File: src/rtl/clock_date_field_editor_top_defines.svh
// ----------------------------------------------------------------------------
// Clock/date field editor assertion macros
// Concurrent assertion wrappers; compiled out for synthesis.
// ----------------------------------------------------------------------------
`ifndef CLOCK_DATE_FIELD_EDITOR_TOP_DEFINES_SVH
`define CLOCK_DATE_FIELD_EDITOR_TOP_DEFINES_SVH

`ifndef SYNTHESIS
`define CED_ASSERT_IMP(label, ck, rn, ante, cons) \
    label: assert property (@(posedge ck) disable iff (!rn) (ante) |-> (cons)) \
        else $error("ced assertion failed");
`define CED_ASSERT_NXT(label, ck, rn, ante, cons) \
    label: assert property (@(posedge ck) disable iff (!rn) (ante) |=> (cons)) \
        else $error("ced assertion failed");
`else
`define CED_ASSERT_IMP(label, ck, rn, ante, cons)
`define CED_ASSERT_NXT(label, ck, rn, ante, cons)
`endif

`endif

File: src/rtl/ced_pkg.sv
// ----------------------------------------------------------------------------
// Clock/date field editor package
// Payload types, field limits and cursor codes.
// ----------------------------------------------------------------------------
package ced_pkg;

    localparam int CursorW = 4;
    localparam int ColourW = 3;

    localparam int HourMax    = 23;
    localparam int MinuteMax  = 59;
    localparam int SecondMax  = 59;
    localparam int DayMax     = 31;
    localparam int DayShort   = 30;
    localparam int DayFeb     = 28;
    localparam int DayFebLeap = 29;
    localparam int MonthMax   = 12;
    localparam int YearMax    = 99;
    localparam int WeekdayMax = 7;
    localparam int ColourMax  = 6;

    // cursor codes
    localparam logic [CursorW-1:0] CurNone    = 4'd0;
    localparam logic [CursorW-1:0] CurHour    = 4'd1;
    localparam logic [CursorW-1:0] CurMinute  = 4'd2;
    localparam logic [CursorW-1:0] CurSecond  = 4'd3;
    localparam logic [CursorW-1:0] CurDay     = 4'd4;
    localparam logic [CursorW-1:0] CurMonth   = 4'd5;
    localparam logic [CursorW-1:0] CurYear    = 4'd6;
    localparam logic [CursorW-1:0] CurWeekday = 4'd7;
    localparam logic [CursorW-1:0] CurColour  = 4'd8;

    typedef struct packed {
        logic       btn_prev;
        logic       btn_next;
        logic       btn_down;
        logic       btn_up;
        logic [4:0] hour_in;
        logic [5:0] minute_in;
        logic [5:0] second_in;
        logic [4:0] day_in;
        logic [3:0] month_in;
        logic [6:0] year_in;
        logic [2:0] weekday_in;
    } sample_t;

    typedef struct packed {
        logic [4:0]         hour_out;
        logic [5:0]         minute_out;
        logic [5:0]         second_out;
        logic [4:0]         day_out;
        logic [3:0]         month_out;
        logic [6:0]         year_out;
        logic [2:0]         weekday_out;
        logic               write_clock;
        logic [ColourW-1:0] colour_out;
        logic               write_colour;
        logic [CursorW-1:0] cursor_out;
    } result_t;

endpackage

File: src/rtl/ced_if.sv
// ----------------------------------------------------------------------------
// Clock/date field editor channels
// Valid/ready channels for button samples and edit results.
// ----------------------------------------------------------------------------
interface ced_in_if;
    logic             valid;
    logic             ready;
    ced_pkg::sample_t data;

    modport source (output valid, output data, input ready);
    modport sink   (input valid, input data, output ready);
endinterface

interface ced_out_if;
    logic             valid;
    logic             ready;
    ced_pkg::result_t data;

    modport source (output valid, output data, input ready);
    modport sink   (input valid, input data, output ready);
endinterface

File: src/rtl/ced_edit.sv
// ----------------------------------------------------------------------------
// Clock/date field editor edit logic
// Cursor move, field wrap and day-of-month fixup for one sample.
// ----------------------------------------------------------------------------
module ced_edit (
    input  ced_pkg::sample_t                item,
    input  logic [ced_pkg::CursorW-1:0]     cursor,
    input  logic [ced_pkg::ColourW-1:0]     colour,
    output ced_pkg::result_t                res
);
    import ced_pkg::*;

    function automatic logic [6:0] wrap_dec(logic [6:0] v, logic [6:0] lo, logic [6:0] hi);
        logic [6:0] r;
        if (v <= lo || v > hi)
            r = hi;
        else
            r = v - 7'd1;
        return r;
    endfunction

    function automatic logic [6:0] wrap_inc(logic [6:0] v, logic [6:0] lo, logic [6:0] hi);
        logic [6:0] r;
        if (v >= hi || v < lo)
            r = lo;
        else
            r = v + 7'd1;
        return r;
    endfunction

    function automatic logic [4:0] month_len(logic [3:0] month, logic [6:0] year);
        logic [4:0] len;
        case (month)
            4'd4, 4'd6, 4'd9, 4'd11: len = 5'(DayShort);
            4'd2:    len = (year[1:0] == 2'b00) ? 5'(DayFebLeap) : 5'(DayFeb);
            default: len = 5'(DayMax);
        endcase
        return len;
    endfunction

    // clamp: overlong day goes to month length, else wraps to 1
    function automatic logic [4:0] fix_day(logic [5:0] day, logic [3:0] month,
                                           logic [6:0] year, logic clamp);
        logic [4:0] len;
        logic [4:0] r;
        len = month_len(month, year);
        if (day == 6'd0)
            r = 5'd1;
        else if (day <= 6'(DayFeb))
            r = day[4:0];
        else if (day > {1'b0, len})
            r = clamp ? len : 5'd1;
        else
            r = day[4:0];
        return r;
    endfunction

    logic [CursorW-1:0] cur;
    logic [ColourW-1:0] col;
    logic [4:0]         hour;
    logic [5:0]         minute;
    logic [5:0]         second;
    logic [4:0]         day;
    logic [3:0]         month;
    logic [6:0]         year;
    logic [2:0]         wday;
    logic [5:0]         day_dec;
    logic               dn;
    logic               up;
    logic               any_btn;

    always_comb
    begin
        dn      = item.btn_down;
        up      = item.btn_up;
        any_btn = dn || up;
        hour    = item.hour_in;
        minute  = item.minute_in;
        second  = item.second_in;
        day     = item.day_in;
        month   = item.month_in;
        year    = item.year_in;
        wday    = item.weekday_in;
        col     = colour;
        cur     = cursor;
        day_dec = (item.day_in <= 5'd1) ? 6'(DayMax) : ({1'b0, item.day_in} - 6'd1);

        // back first, then forward
        if (item.btn_prev)
            cur = (cur == CurNone) ? CurColour : cur - 4'd1;
        if (item.btn_next)
            cur = (cur == CurColour) ? CurNone : cur + 4'd1;

        case (cur)
            CurHour:
            begin
                if (dn)
                    hour = 5'(wrap_dec(7'(hour), 7'd0, 7'(HourMax)));
                else if (up)
                    hour = 5'(wrap_inc(7'(hour), 7'd0, 7'(HourMax)));
            end
            CurMinute:
            begin
                if (dn)
                    minute = 6'(wrap_dec(7'(minute), 7'd0, 7'(MinuteMax)));
                else if (up)
                    minute = 6'(wrap_inc(7'(minute), 7'd0, 7'(MinuteMax)));
            end
            CurSecond:
            begin
                if (dn)
                    second = 6'(wrap_dec(7'(second), 7'd0, 7'(SecondMax)));
                else if (up)
                    second = 6'(wrap_inc(7'(second), 7'd0, 7'(SecondMax)));
            end
            CurDay:
            begin
                if (dn)
                    day = fix_day(day_dec, month, year, 1'b1);
                else if (up)
                    day = fix_day({1'b0, day} + 6'd1, month, year, 1'b0);
            end
            CurMonth:
            begin
                if (dn)
                    month = 4'(wrap_dec(7'(month), 7'd1, 7'(MonthMax)));
                else if (up)
                    month = 4'(wrap_inc(7'(month), 7'd1, 7'(MonthMax)));
                day = fix_day({1'b0, day}, month, year, 1'b1);
            end
            CurYear:
            begin
                if (dn)
                    year = wrap_dec(year, 7'd0, 7'(YearMax));
                else if (up)
                    year = wrap_inc(year, 7'd0, 7'(YearMax));
                day = fix_day({1'b0, day}, month, year, 1'b1);
            end
            CurWeekday:
            begin
                if (dn)
                    wday = 3'(wrap_dec(7'(wday), 7'd1, 7'(WeekdayMax)));
                else if (up)
                    wday = 3'(wrap_inc(7'(wday), 7'd1, 7'(WeekdayMax)));
            end
            CurColour:
            begin
                if (dn)
                    col = (col == 3'd0) ? 3'(ColourMax) : col - 3'd1;
                else if (up)
                    col = (col >= 3'(ColourMax)) ? 3'd0 : col + 3'd1;
            end
            default:
            begin
            end
        endcase

        res.hour_out     = hour;
        res.minute_out   = minute;
        res.second_out   = second;
        res.day_out      = day;
        res.month_out    = month;
        res.year_out     = year;
        res.weekday_out  = wday;
        res.write_clock  = any_btn && (cur >= CurHour) && (cur <= CurWeekday);
        res.colour_out   = col;
        res.write_colour = any_btn && (cur == CurColour);
        res.cursor_out   = cur;
    end

endmodule

File: src/rtl/clock_date_field_editor_top.sv
// An accepted sample is held in the input register; its edit result is then
// written to the result register, from which the result channel takes it.
// Throughput: one sample per cycle when the result is not stalled; input and
// result registers let the edit logic between them take a new beat every cycle.
// A stalled result stalls the input register, then the sample channel.
// Reset (rst_n low, async) clears cursor, colour and both valid flags.
// ----------------------------------------------------------------------------
// Clock/date field editor top level
// Registers a button sample, edits the selected field, registers the result.
// ----------------------------------------------------------------------------
`include "clock_date_field_editor_top_defines.svh"

module clock_date_field_editor_top (
    input  logic      clk,
    input  logic      rst_n,
    ced_in_if.sink    sample,
    ced_out_if.source result
);
    import ced_pkg::*;

    logic               s1_valid_reg;
    logic               s1_valid_next;
    sample_t            s1_item_reg;
    logic               out_valid_reg;
    logic               out_valid_next;
    result_t            out_item_reg;
    logic [CursorW-1:0] cursor_reg;
    logic [CursorW-1:0] cursor_next;
    logic [ColourW-1:0] colour_reg;
    logic [ColourW-1:0] colour_next;
    result_t            edit_res;
    logic               out_take;
    logic               s1_ready;
    logic               adv;

    ced_edit u_edit (
        .item   (s1_item_reg),
        .cursor (cursor_reg),
        .colour (colour_reg),
        .res    (edit_res)
    );

    assign out_take     = !out_valid_reg || result.ready;
    assign s1_ready     = !s1_valid_reg || out_take;
    assign adv          = s1_valid_reg && out_take;
    assign sample.ready = s1_ready;
    assign result.valid = out_valid_reg;
    assign result.data  = out_item_reg;

    always_comb
    begin
        s1_valid_next  = s1_ready ? sample.valid : s1_valid_reg;
        out_valid_next = out_take ? s1_valid_reg : out_valid_reg;
        // state advances with the beat that moves into the result register
        cursor_next    = adv ? edit_res.cursor_out : cursor_reg;
        colour_next    = adv ? edit_res.colour_out : colour_reg;
    end

    always_ff @(posedge clk or negedge rst_n)
    begin
        if (!rst_n)
        begin
            s1_valid_reg  <= 1'b0;
            out_valid_reg <= 1'b0;
            cursor_reg    <= CurNone;
            colour_reg    <= '0;
        end
        else
        begin
            s1_valid_reg  <= s1_valid_next;
            out_valid_reg <= out_valid_next;
            cursor_reg    <= cursor_next;
            colour_reg    <= colour_next;
        end
    end

    always_ff @(posedge clk)
    begin
        if (s1_ready && sample.valid)
            s1_item_reg <= sample.data;
        if (adv)
            out_item_reg <= edit_res;
    end

    `CED_ASSERT_IMP(a_cursor_matches_state, clk, rst_n, result.valid, result.data.cursor_out == cursor_reg)
    `CED_ASSERT_IMP(a_strobes_exclusive, clk, rst_n, result.valid, !(result.data.write_clock && result.data.write_colour))
    `CED_ASSERT_NXT(a_colour_holds, clk, rst_n, !adv, $stable(colour_reg))

endmodule
File: src/flat_wrapper.sv
// flat-port wrapper written by rule: the top's interface ports become plain ports
module clock_date_field_editor_top_flat import ced_pkg::*;
  (clk, rst_n, sample_valid, sample_data, sample_ready, result_valid, result_data, result_ready);
  ced_in_if sample_i ();
  ced_out_if result_i ();
  input  logic clk;
  input  logic rst_n;
  input wire logic [$bits(sample_i.valid)-1:0] sample_valid;
  input wire logic [$bits(sample_i.data)-1:0] sample_data;
  output wire logic [$bits(sample_i.ready)-1:0] sample_ready;
  output wire logic [$bits(result_i.valid)-1:0] result_valid;
  output wire logic [$bits(result_i.data)-1:0] result_data;
  input wire logic [$bits(result_i.ready)-1:0] result_ready;
  assign sample_i.valid = sample_valid;
  assign sample_i.data = sample_data;
  assign sample_ready = sample_i.ready;
  assign result_valid = result_i.valid;
  assign result_data = result_i.data;
  assign result_i.ready = result_ready;
  clock_date_field_editor_top u_core (.clk(clk), .rst_n(rst_n), .sample(sample_i), .result(result_i));
endmodule
File: config.mk
export PLATFORM = sky130hd
export DESIGN_NAME = clock_date_field_editor_top_flat
export DESIGN_NICKNAME = d
export VERILOG_FILES = /design/src/rtl/ced_pkg.sv /design/src/rtl/ced_if.sv /design/src/rtl/ced_edit.sv /design/src/rtl/clock_date_field_editor_top.sv /design/src/flat_wrapper.sv
export VERILOG_INCLUDE_DIRS = /design/src /design/src/rtl
export SDC_FILE = /design/constraint.sdc
export NUM_CORES = 1
export LEC_CHECK = 0
export ABC_AREA = 1
export BUFFER_PORTS_ARGS = -buffer_cell sky130_fd_sc_hd__buf_2
export CELL_PAD_IN_SITES_DETAIL_PLACEMENT = 0
export CELL_PAD_IN_SITES_GLOBAL_PLACEMENT = 1
export CORE_MARGIN = 4
export CORE_UTILIZATION = 30
export CTS_CLUSTER_DIAMETER = 120
export DETAILED_ROUTE_END_ITERATION = 10
export PLACE_DENSITY = 0.56
export SYNTH_ARGS = -nofsm -noshare
export SYNTH_HDL_FRONTEND = slang
export SYNTH_SLANG_ARGS = --single-unit
File: constraint.sdc
create_clock -name clk -period 3.6 [get_ports clk]
set_input_delay 0.36 -clock clk [delete_from_list [all_inputs] [get_ports clk]]
set_output_delay 0.36 -clock clk [all_outputs]
set_load 0.005 [all_outputs]
# Word level (Yosys, flattened, before mapping)
# Index checks and enable logic that the tools add are counted.
[word_totals]
regBits = 94
latch_bits = 0
ramBits = 0
mem_bits_ro = 0
in_bits = 44
output_inout_bits = 47
elab_cells = 190
memories = 0
[classes]
n_addsub = 18
mul = 0
n_div = 0
order_cmp = 31
eq_ne = 19
n_shift = 0
n_mux = 69
bitwise = 0
n_reduce_logical = 27
[ops]
columns = ["op", "n"]
rows = [
  ["$mux W5", 26],
  ["$mux W6", 11],
  ["$mux W7", 6],
  ["$mux W4", 10],
  ["$eq A4 B3 Y1 const B", 8],
  ["$mux W3", 10],
  ["$eq A4 B4 Y1 const B", 6],
  ["$eq A4 B2 Y1 const B", 4],
  ["$pmux W5 S3", 1],
  ["$add A6 B1 Y6 const B", 2],
  ["$ge A6 B6 Y1 const B", 2],
  ["$gt A6 B5 Y1", 2],
  ["$gt A6 B6 Y1 const B", 2],
  ["$le A6 B1 Y1 const B", 2],
  ["$le A6 B5 Y1 const B", 2],
  ["$logic_not A6 Y1", 2],
  ["$pmux W2 S2", 3],
  ["$sub A6 B1 Y6 const B", 2],
  ["$logic_or A1 B1 Y1", 11],
  ["$gt A5 B5 Y1", 2],
  ["$le A5 B1 Y1 const B", 2],
  ["$add A4 B1 Y4 const B", 2],
  ["$reduce_or A4 Y1", 2],
  ["$sub A4 B1 Y4 const B", 2],
  ["32 further kinds", 42],
]

# Longest topological paths before layout
[logic_depth]
depth_word = 17
mapped_depth = 22

# Cells and area by module
# A second synthesis with hierarchy kept.
[hier_totals]
cells_unflattened = 797
hier_area_um2 = 6406.1
[modules_own_cells]
columns = ["module", "instances", "cells_per_inst", "area_per_inst_um2"]
rows = [
  ["ced_edit", 1, 672, 3493.4],
  ["clock_date_field_editor_top", 1, 125, 2912.8],
]

# Worst setup path after synthesis
# No wires, ideal clock.
[synth_path]
path_kind = "flip-flop to flip-flop"
start = "reg u_core.s1_item_reg[10] (netlist name)"
end = "reg u_core.out_item_reg (netlist bit u_core.result.data[24]), data pin"
setup_ps = 264
t_arrival_ps = 2492
slack_ps = 845
stages_incl_launch_ff = 18
n_path_buf = 0
period_less_slack_ps = 2755
path_cell_list = "edfxtp_1 inv_1 ha_1 nor3b_1 a21oi_1 ha_1 nand2_1 inv_1 nor2_1 nand2_1 nor2_1 nand2_1 nand2_1 nand2_1 nand2_1 nand2_1 nand2_1 nand4_1"
[synth_lines]
columns = ["item", "line_no", "text"]
rows = [
  ["start, declared", "clock_date_field_editor_top.sv:23", "sample_t s1_item_reg;"],
  ["start signal, assigned", "clock_date_field_editor_top.sv:80", "s1_item_reg <= sample.data;"],
  ["end signal, assigned", "clock_date_field_editor_top.sv:82", "out_item_reg <= edit_res;"],
  ["end, declared", "clock_date_field_editor_top.sv:26", "result_t out_item_reg;"],
]

==> impl_results.md <==
* Result of the run: finished, final reports clean
* Drt via density at between 4 and 5
* Capture point of the worst reg-to-reg path: u_core.result.data[24]
* Number of register bits inferred by synthesis at 94
* Cell type of the slowest stage on the worst timing path: sky130_fd_sc_hd__edfxtp_1
* Longest Clk Path Bufs at 2
* CTS buffer count at 9
* Worst hold endpoint: u_core.s1_item_reg[24]
* Final hold violation count at 0
* Maximum number of pins on one net before global-route repair at 41
* Worst min path class: in2reg
* Cell area after layout at about 7600 um^2
* Post-synthesis async set-or-reset flop share at 0.0957
* Synth warnings at 0
* Post-Syn Instances at about 800
* Static leakage power at 3.43 nW
* Worst skew pair latency at approximately 350 ps
* Area of placed instances at 7360 um^2
* Final antenna-violating net count at 0
* Share of total power in the clock network at 0.212
* Initial standard-cell utilization of the core at 0.308
* Final wirelength at ~18000 um
* Vertical extent of the die at roughly 160 um
* Post-route DRC violation count at 0
* Antenna violations before repair at 0
* Sequential cell area fraction in the yosys report at 0.424
* CTS tree: yes
* Total of endpoints with negative setup slack in the final report at 0
* Slowest cell delay on critical path at roughly 430 ps
* Avg Inst Size Synth at 8.22 um^2
* Post-Route Setup TNS at 0 ps
* Width of the chip at 156 um
* Cell area power density at 554 nW/um^2
* Number of cells on the worst reg-to-reg path at 19
* Switching power at approximately 1.7 mW
* Sinks on the clock net at 94
* Type of destination of the critical path: register
* Data arrival, critical path at approximately 3200 ps
* Slew Viols, Final at 0
* Most frequently used flop master after synthesis: sky130_fd_sc_hd__edfxtp_1
* Count of H-tree levels built during CTS at 3
* Yosys cell types at ~50
* Measured slew at the worst slew-check pin at roughly 1000 ps
* Relative slew slack at 0.348
* Maximum fanout count along the critical path at 6
* Drt first-iter violations at between 300 and 400
* Iteration count of the initial detailed-routing pass at 5
* Ports placed on the boundary at 91
* Highest metal used: met4
* Period minus WS final at just over 3000 ps
* Startpoint of the most critical register-to-register path: u_core.s1_item_reg[10]
* Syn_nets at ~900
* Post-detailed-route wirelength per cell at 15.3 um
* Cell Chain, Critical Path: inv_1, ha_1, o21ai_0, nand2_1, o21ai_0, nand2_1, nor2_1, nand3_1, nand2_1, inv_1, ha_1, nand2_1, nand2_1, nor2_1, inv_1, nand2_1, nand2_1, nand3_1, nand4_1
* Part of the power in combinational logic at 0.407
* Total standard cell area after synthesis at 6560 um^2
* Critical setup path kind: reg2reg
* Number of flops mapped to enable cells by yosys at 85
* Post-route worst hold slack at roughly 180 ps
* Max-capacitance violation count at 0
* Proportion of total power due to net switching at 0.402
* Cells on Worst Hold Path at 1
* GRT Overall Usage at 0.150
* Largest voltage drop on the vdd net at 0.271 mV
* Number of buffers inserted by port buffering at 90
* CTS clock-pin slew for the worst setup and hold paths at about 70 ps
* Post-CTS setup buffers at 0
* Area of the die at roughly 24000 um^2
* Congestion Overflow GR at 0
* DR WL met3 at 793 um
* Design internal power at between 2 and 3 mW
* Setup repair after global routing missed its margin: false
* Layout Nets at 976
* Detail Route met2 WL at ~8200 um
* Final Skew at 10.6 ps
* Max Clk Rate at roughly 320 MHz
* DPL Wire Length at between 10000 and 15000 um
* Wire length of the first global-routing pass at slightly below 30000 um
* DR vias at around 5700
* Sequential share of power at 0.381
* Core region area at 21300 um^2
* Crit share post-route at 0.865
* Worst Setup Start Kind: register
* Routed metal-1 wire length at 8620 um
* Count of inserted antenna diode cells at 0
* GP Congestion at a little under 0.9
* Layout area overhead at 16.5%
* Number of cell rows at 53
* Fraction of layout cells with a size suffix above 1 at 0.188
* Worst hold start: sample_data[24]
* Number of global-route vias before repair at 5594
* Number of flip-flops under the largest register name at 45
* Worst reg-to-reg setup slack at 490 ps
* Most frequent cell on the critical path: sky130_fd_sc_hd__nand2_1
* Data required time at the worst endpoint at 3690 ps
* Master cell of the clock root buffer: sky130_fd_sc_hd__clkbuf_16
## worst max-delay path by stage
| stage | start | slack [ps] | to | cells past startpoint |
|---|---|---|---|---|
| after detailed placement | u_core.s1_item_reg[10] | 500 | u_core.result.data[24] | 19 |
| after floorplan | u_core.s1_item_reg[10] | 840 | u_core.result.data[24] | 17 |
| after global routing | u_core.s1_item_reg[10] | 50 | u_core.result.data[24] | 19 |
| final | u_core.s1_item_reg[10] | 490 | u_core.result.data[24] | 19 |
| after CTS | u_core.s1_item_reg[10] | 480 | u_core.result.data[24] | 19 |
| after global placement | u_core.s1_item_reg[10] | 580 | u_core.result.data[24] | 19 |
## per-stage QoR
stage	util	setup slack [ps]	cells	power [mW]
after floorplan	-	845	798	2.90
after global placement	0.346	577	1157	3.38
after detailed placement	0.346	498	1157	3.39
after CTS	0.359	480	1174	4.32
after global routing	0.359	51.8	1174	4.59
final	0.359	487	1174	4.23
## power by group through the flow
stage,Combinational [mW],Clock [mW],Sequential (mW)
after floorplan,1.28,0,1.61
after global placement,1.74,0,1.63
after detailed placement,1.75,0,1.64
after CTS,1.76,0.939,1.62
after global routing,1.96,0.987,1.64
final,1.72,0.900,1.61
## cells in the final DEF (no fill, tap or decap), types with 2 or more instances in the layout
cell,Yosys,layout
sky130_fd_sc_hd__a21oi_1,28,28
sky130_fd_sc_hd__dfrtp_1,9,9
sky130_fd_sc_hd__nand2_4,5,5
sky130_fd_sc_hd__a211oi_1,3,3
sky130_fd_sc_hd__xnor2_1,3,3
sky130_fd_sc_hd__nand2_1,190,190
sky130_fd_sc_hd__nand2_2,11,11
sky130_fd_sc_hd__a32oi_1,2,2
sky130_fd_sc_hd__buf_4,0,14
sky130_fd_sc_hd__nand3b_1,3,3
sky130_fd_sc_hd__inv_2,3,5
sky130_fd_sc_hd__clkbuf_16,0,9
sky130_fd_sc_hd__ha_1,38,38
sky130_fd_sc_hd__nor2_4,7,7
sky130_fd_sc_hd__o31ai_1,6,6
sky130_fd_sc_hd__o22ai_1,4,4
sky130_fd_sc_hd__buf_2,5,90
sky130_fd_sc_hd__nor4_1,2,2
sky130_fd_sc_hd__nor2_2,2,2
sky130_fd_sc_hd__edfxtp_1,85,85
sky130_fd_sc_hd__o221ai_1,2,2
sky130_fd_sc_hd__nand3_1,53,53
sky130_fd_sc_hd__nor2_1,61,61
sky130_fd_sc_hd__nand3_2,2,2
sky130_fd_sc_hd__o21ai_2,6,6
sky130_fd_sc_hd__clkinvlp_4,0,2
sky130_fd_sc_hd__nor2_8,4,4
sky130_fd_sc_hd__xor2_1,10,10
sky130_fd_sc_hd__o211ai_1,4,4
sky130_fd_sc_hd__o21ai_0,69,69
sky130_fd_sc_hd__inv_1,97,95
sky130_fd_sc_hd__o21ai_1,8,8
sky130_fd_sc_hd__a31oi_1,7,7
sky130_fd_sc_hd__nand4_1,18,18
sky130_fd_sc_hd__clkinv_2,2,4
sky130_fd_sc_hd__nor3_1,19,19
## worst max-delay path, delay by kind of cell, from the launching register on
family,cells,cell delay (ps)
flip-flops,1,430
AND/OR/NAND/NOR,12,1130
AO/OA/AOI/OAI,2,480
buffers and inverters,3,270
adder cells (fa/ha/maj),2,550
## what timing repair did
item,4_1_cts,5_1_grt
hold endpoints to repair,9,0
resized for setup,0,0
hold buffers,1,0
## per-layer routing
layer  GRT usage  up-vias
met5           0        -
met1       0.202     2596
met3      0.0305       28
met2       0.242      119
li1            -     2918
met4      0.0521        0
## synthesized netlist by cell type, types with 5 or more instances
cell type / count / area [um^2]
sky130_fd_sc_hd__nand4_1: 18 / 113
sky130_fd_sc_hd__o21ai_0: 69 / 345
sky130_fd_sc_hd__a31oi_1: 7 / 43.8
sky130_fd_sc_hd__inv_1: 97 / 364
sky130_fd_sc_hd__nor3_1: 19 / 95.1
sky130_fd_sc_hd__nand2_1: 190 / 713
sky130_fd_sc_hd__nand3_1: 53 / 265
sky130_fd_sc_hd__o31ai_1: 6 / 45.0
sky130_fd_sc_hd__a21oi_1: 28 / 140
sky130_fd_sc_hd__buf_2: 5 / 25.0
sky130_fd_sc_hd__nand2_2: 11 / 68.8
sky130_fd_sc_hd__nor2_1: 61 / 229
sky130_fd_sc_hd__nor2_4: 7 / 78.8
sky130_fd_sc_hd__o21ai_2: 6 / 52.6
sky130_fd_sc_hd__clkbuf_1: 11 / 41.3
sky130_fd_sc_hd__ha_1: 38 / 475
sky130_fd_sc_hd__o21ai_1: 8 / 40.0
sky130_fd_sc_hd__nand2_4: 5 / 56.3
sky130_fd_sc_hd__xor2_1: 10 / 87.6
sky130_fd_sc_hd__edfxtp_1: 85 / 2550
sky130_fd_sc_hd__dfrtp_1: 9 / 225
## kinds of logic after synthesis
kind of cell             after synthesis  share of synthesized area
AO/OA/AOI/OAI                        147                      0.131
buffers and inverters                124                     0.0758
AND/OR/NAND/NOR                      382                      0.280
XOR/XNOR                              13                     0.0174
flip-flops                            94                      0.424
adder cells (fa/ha/maj)               38                     0.0725
## layout make-up
| class | count | area, um^2 |
|---|---|---|
| inverter | 104 | 400 |
| clock buffer | 10 | 229 |
| tap | 275 | 344 |
| clock inverter | 6 | 37.5 |
| fill | 2205 | 13700 |
| timing repair buffer | 105 | 566 |
| sequential | 94 | 2780 |
| multi-input combinational | 580 | 3280 |
(Power assumes the default switching activity.)
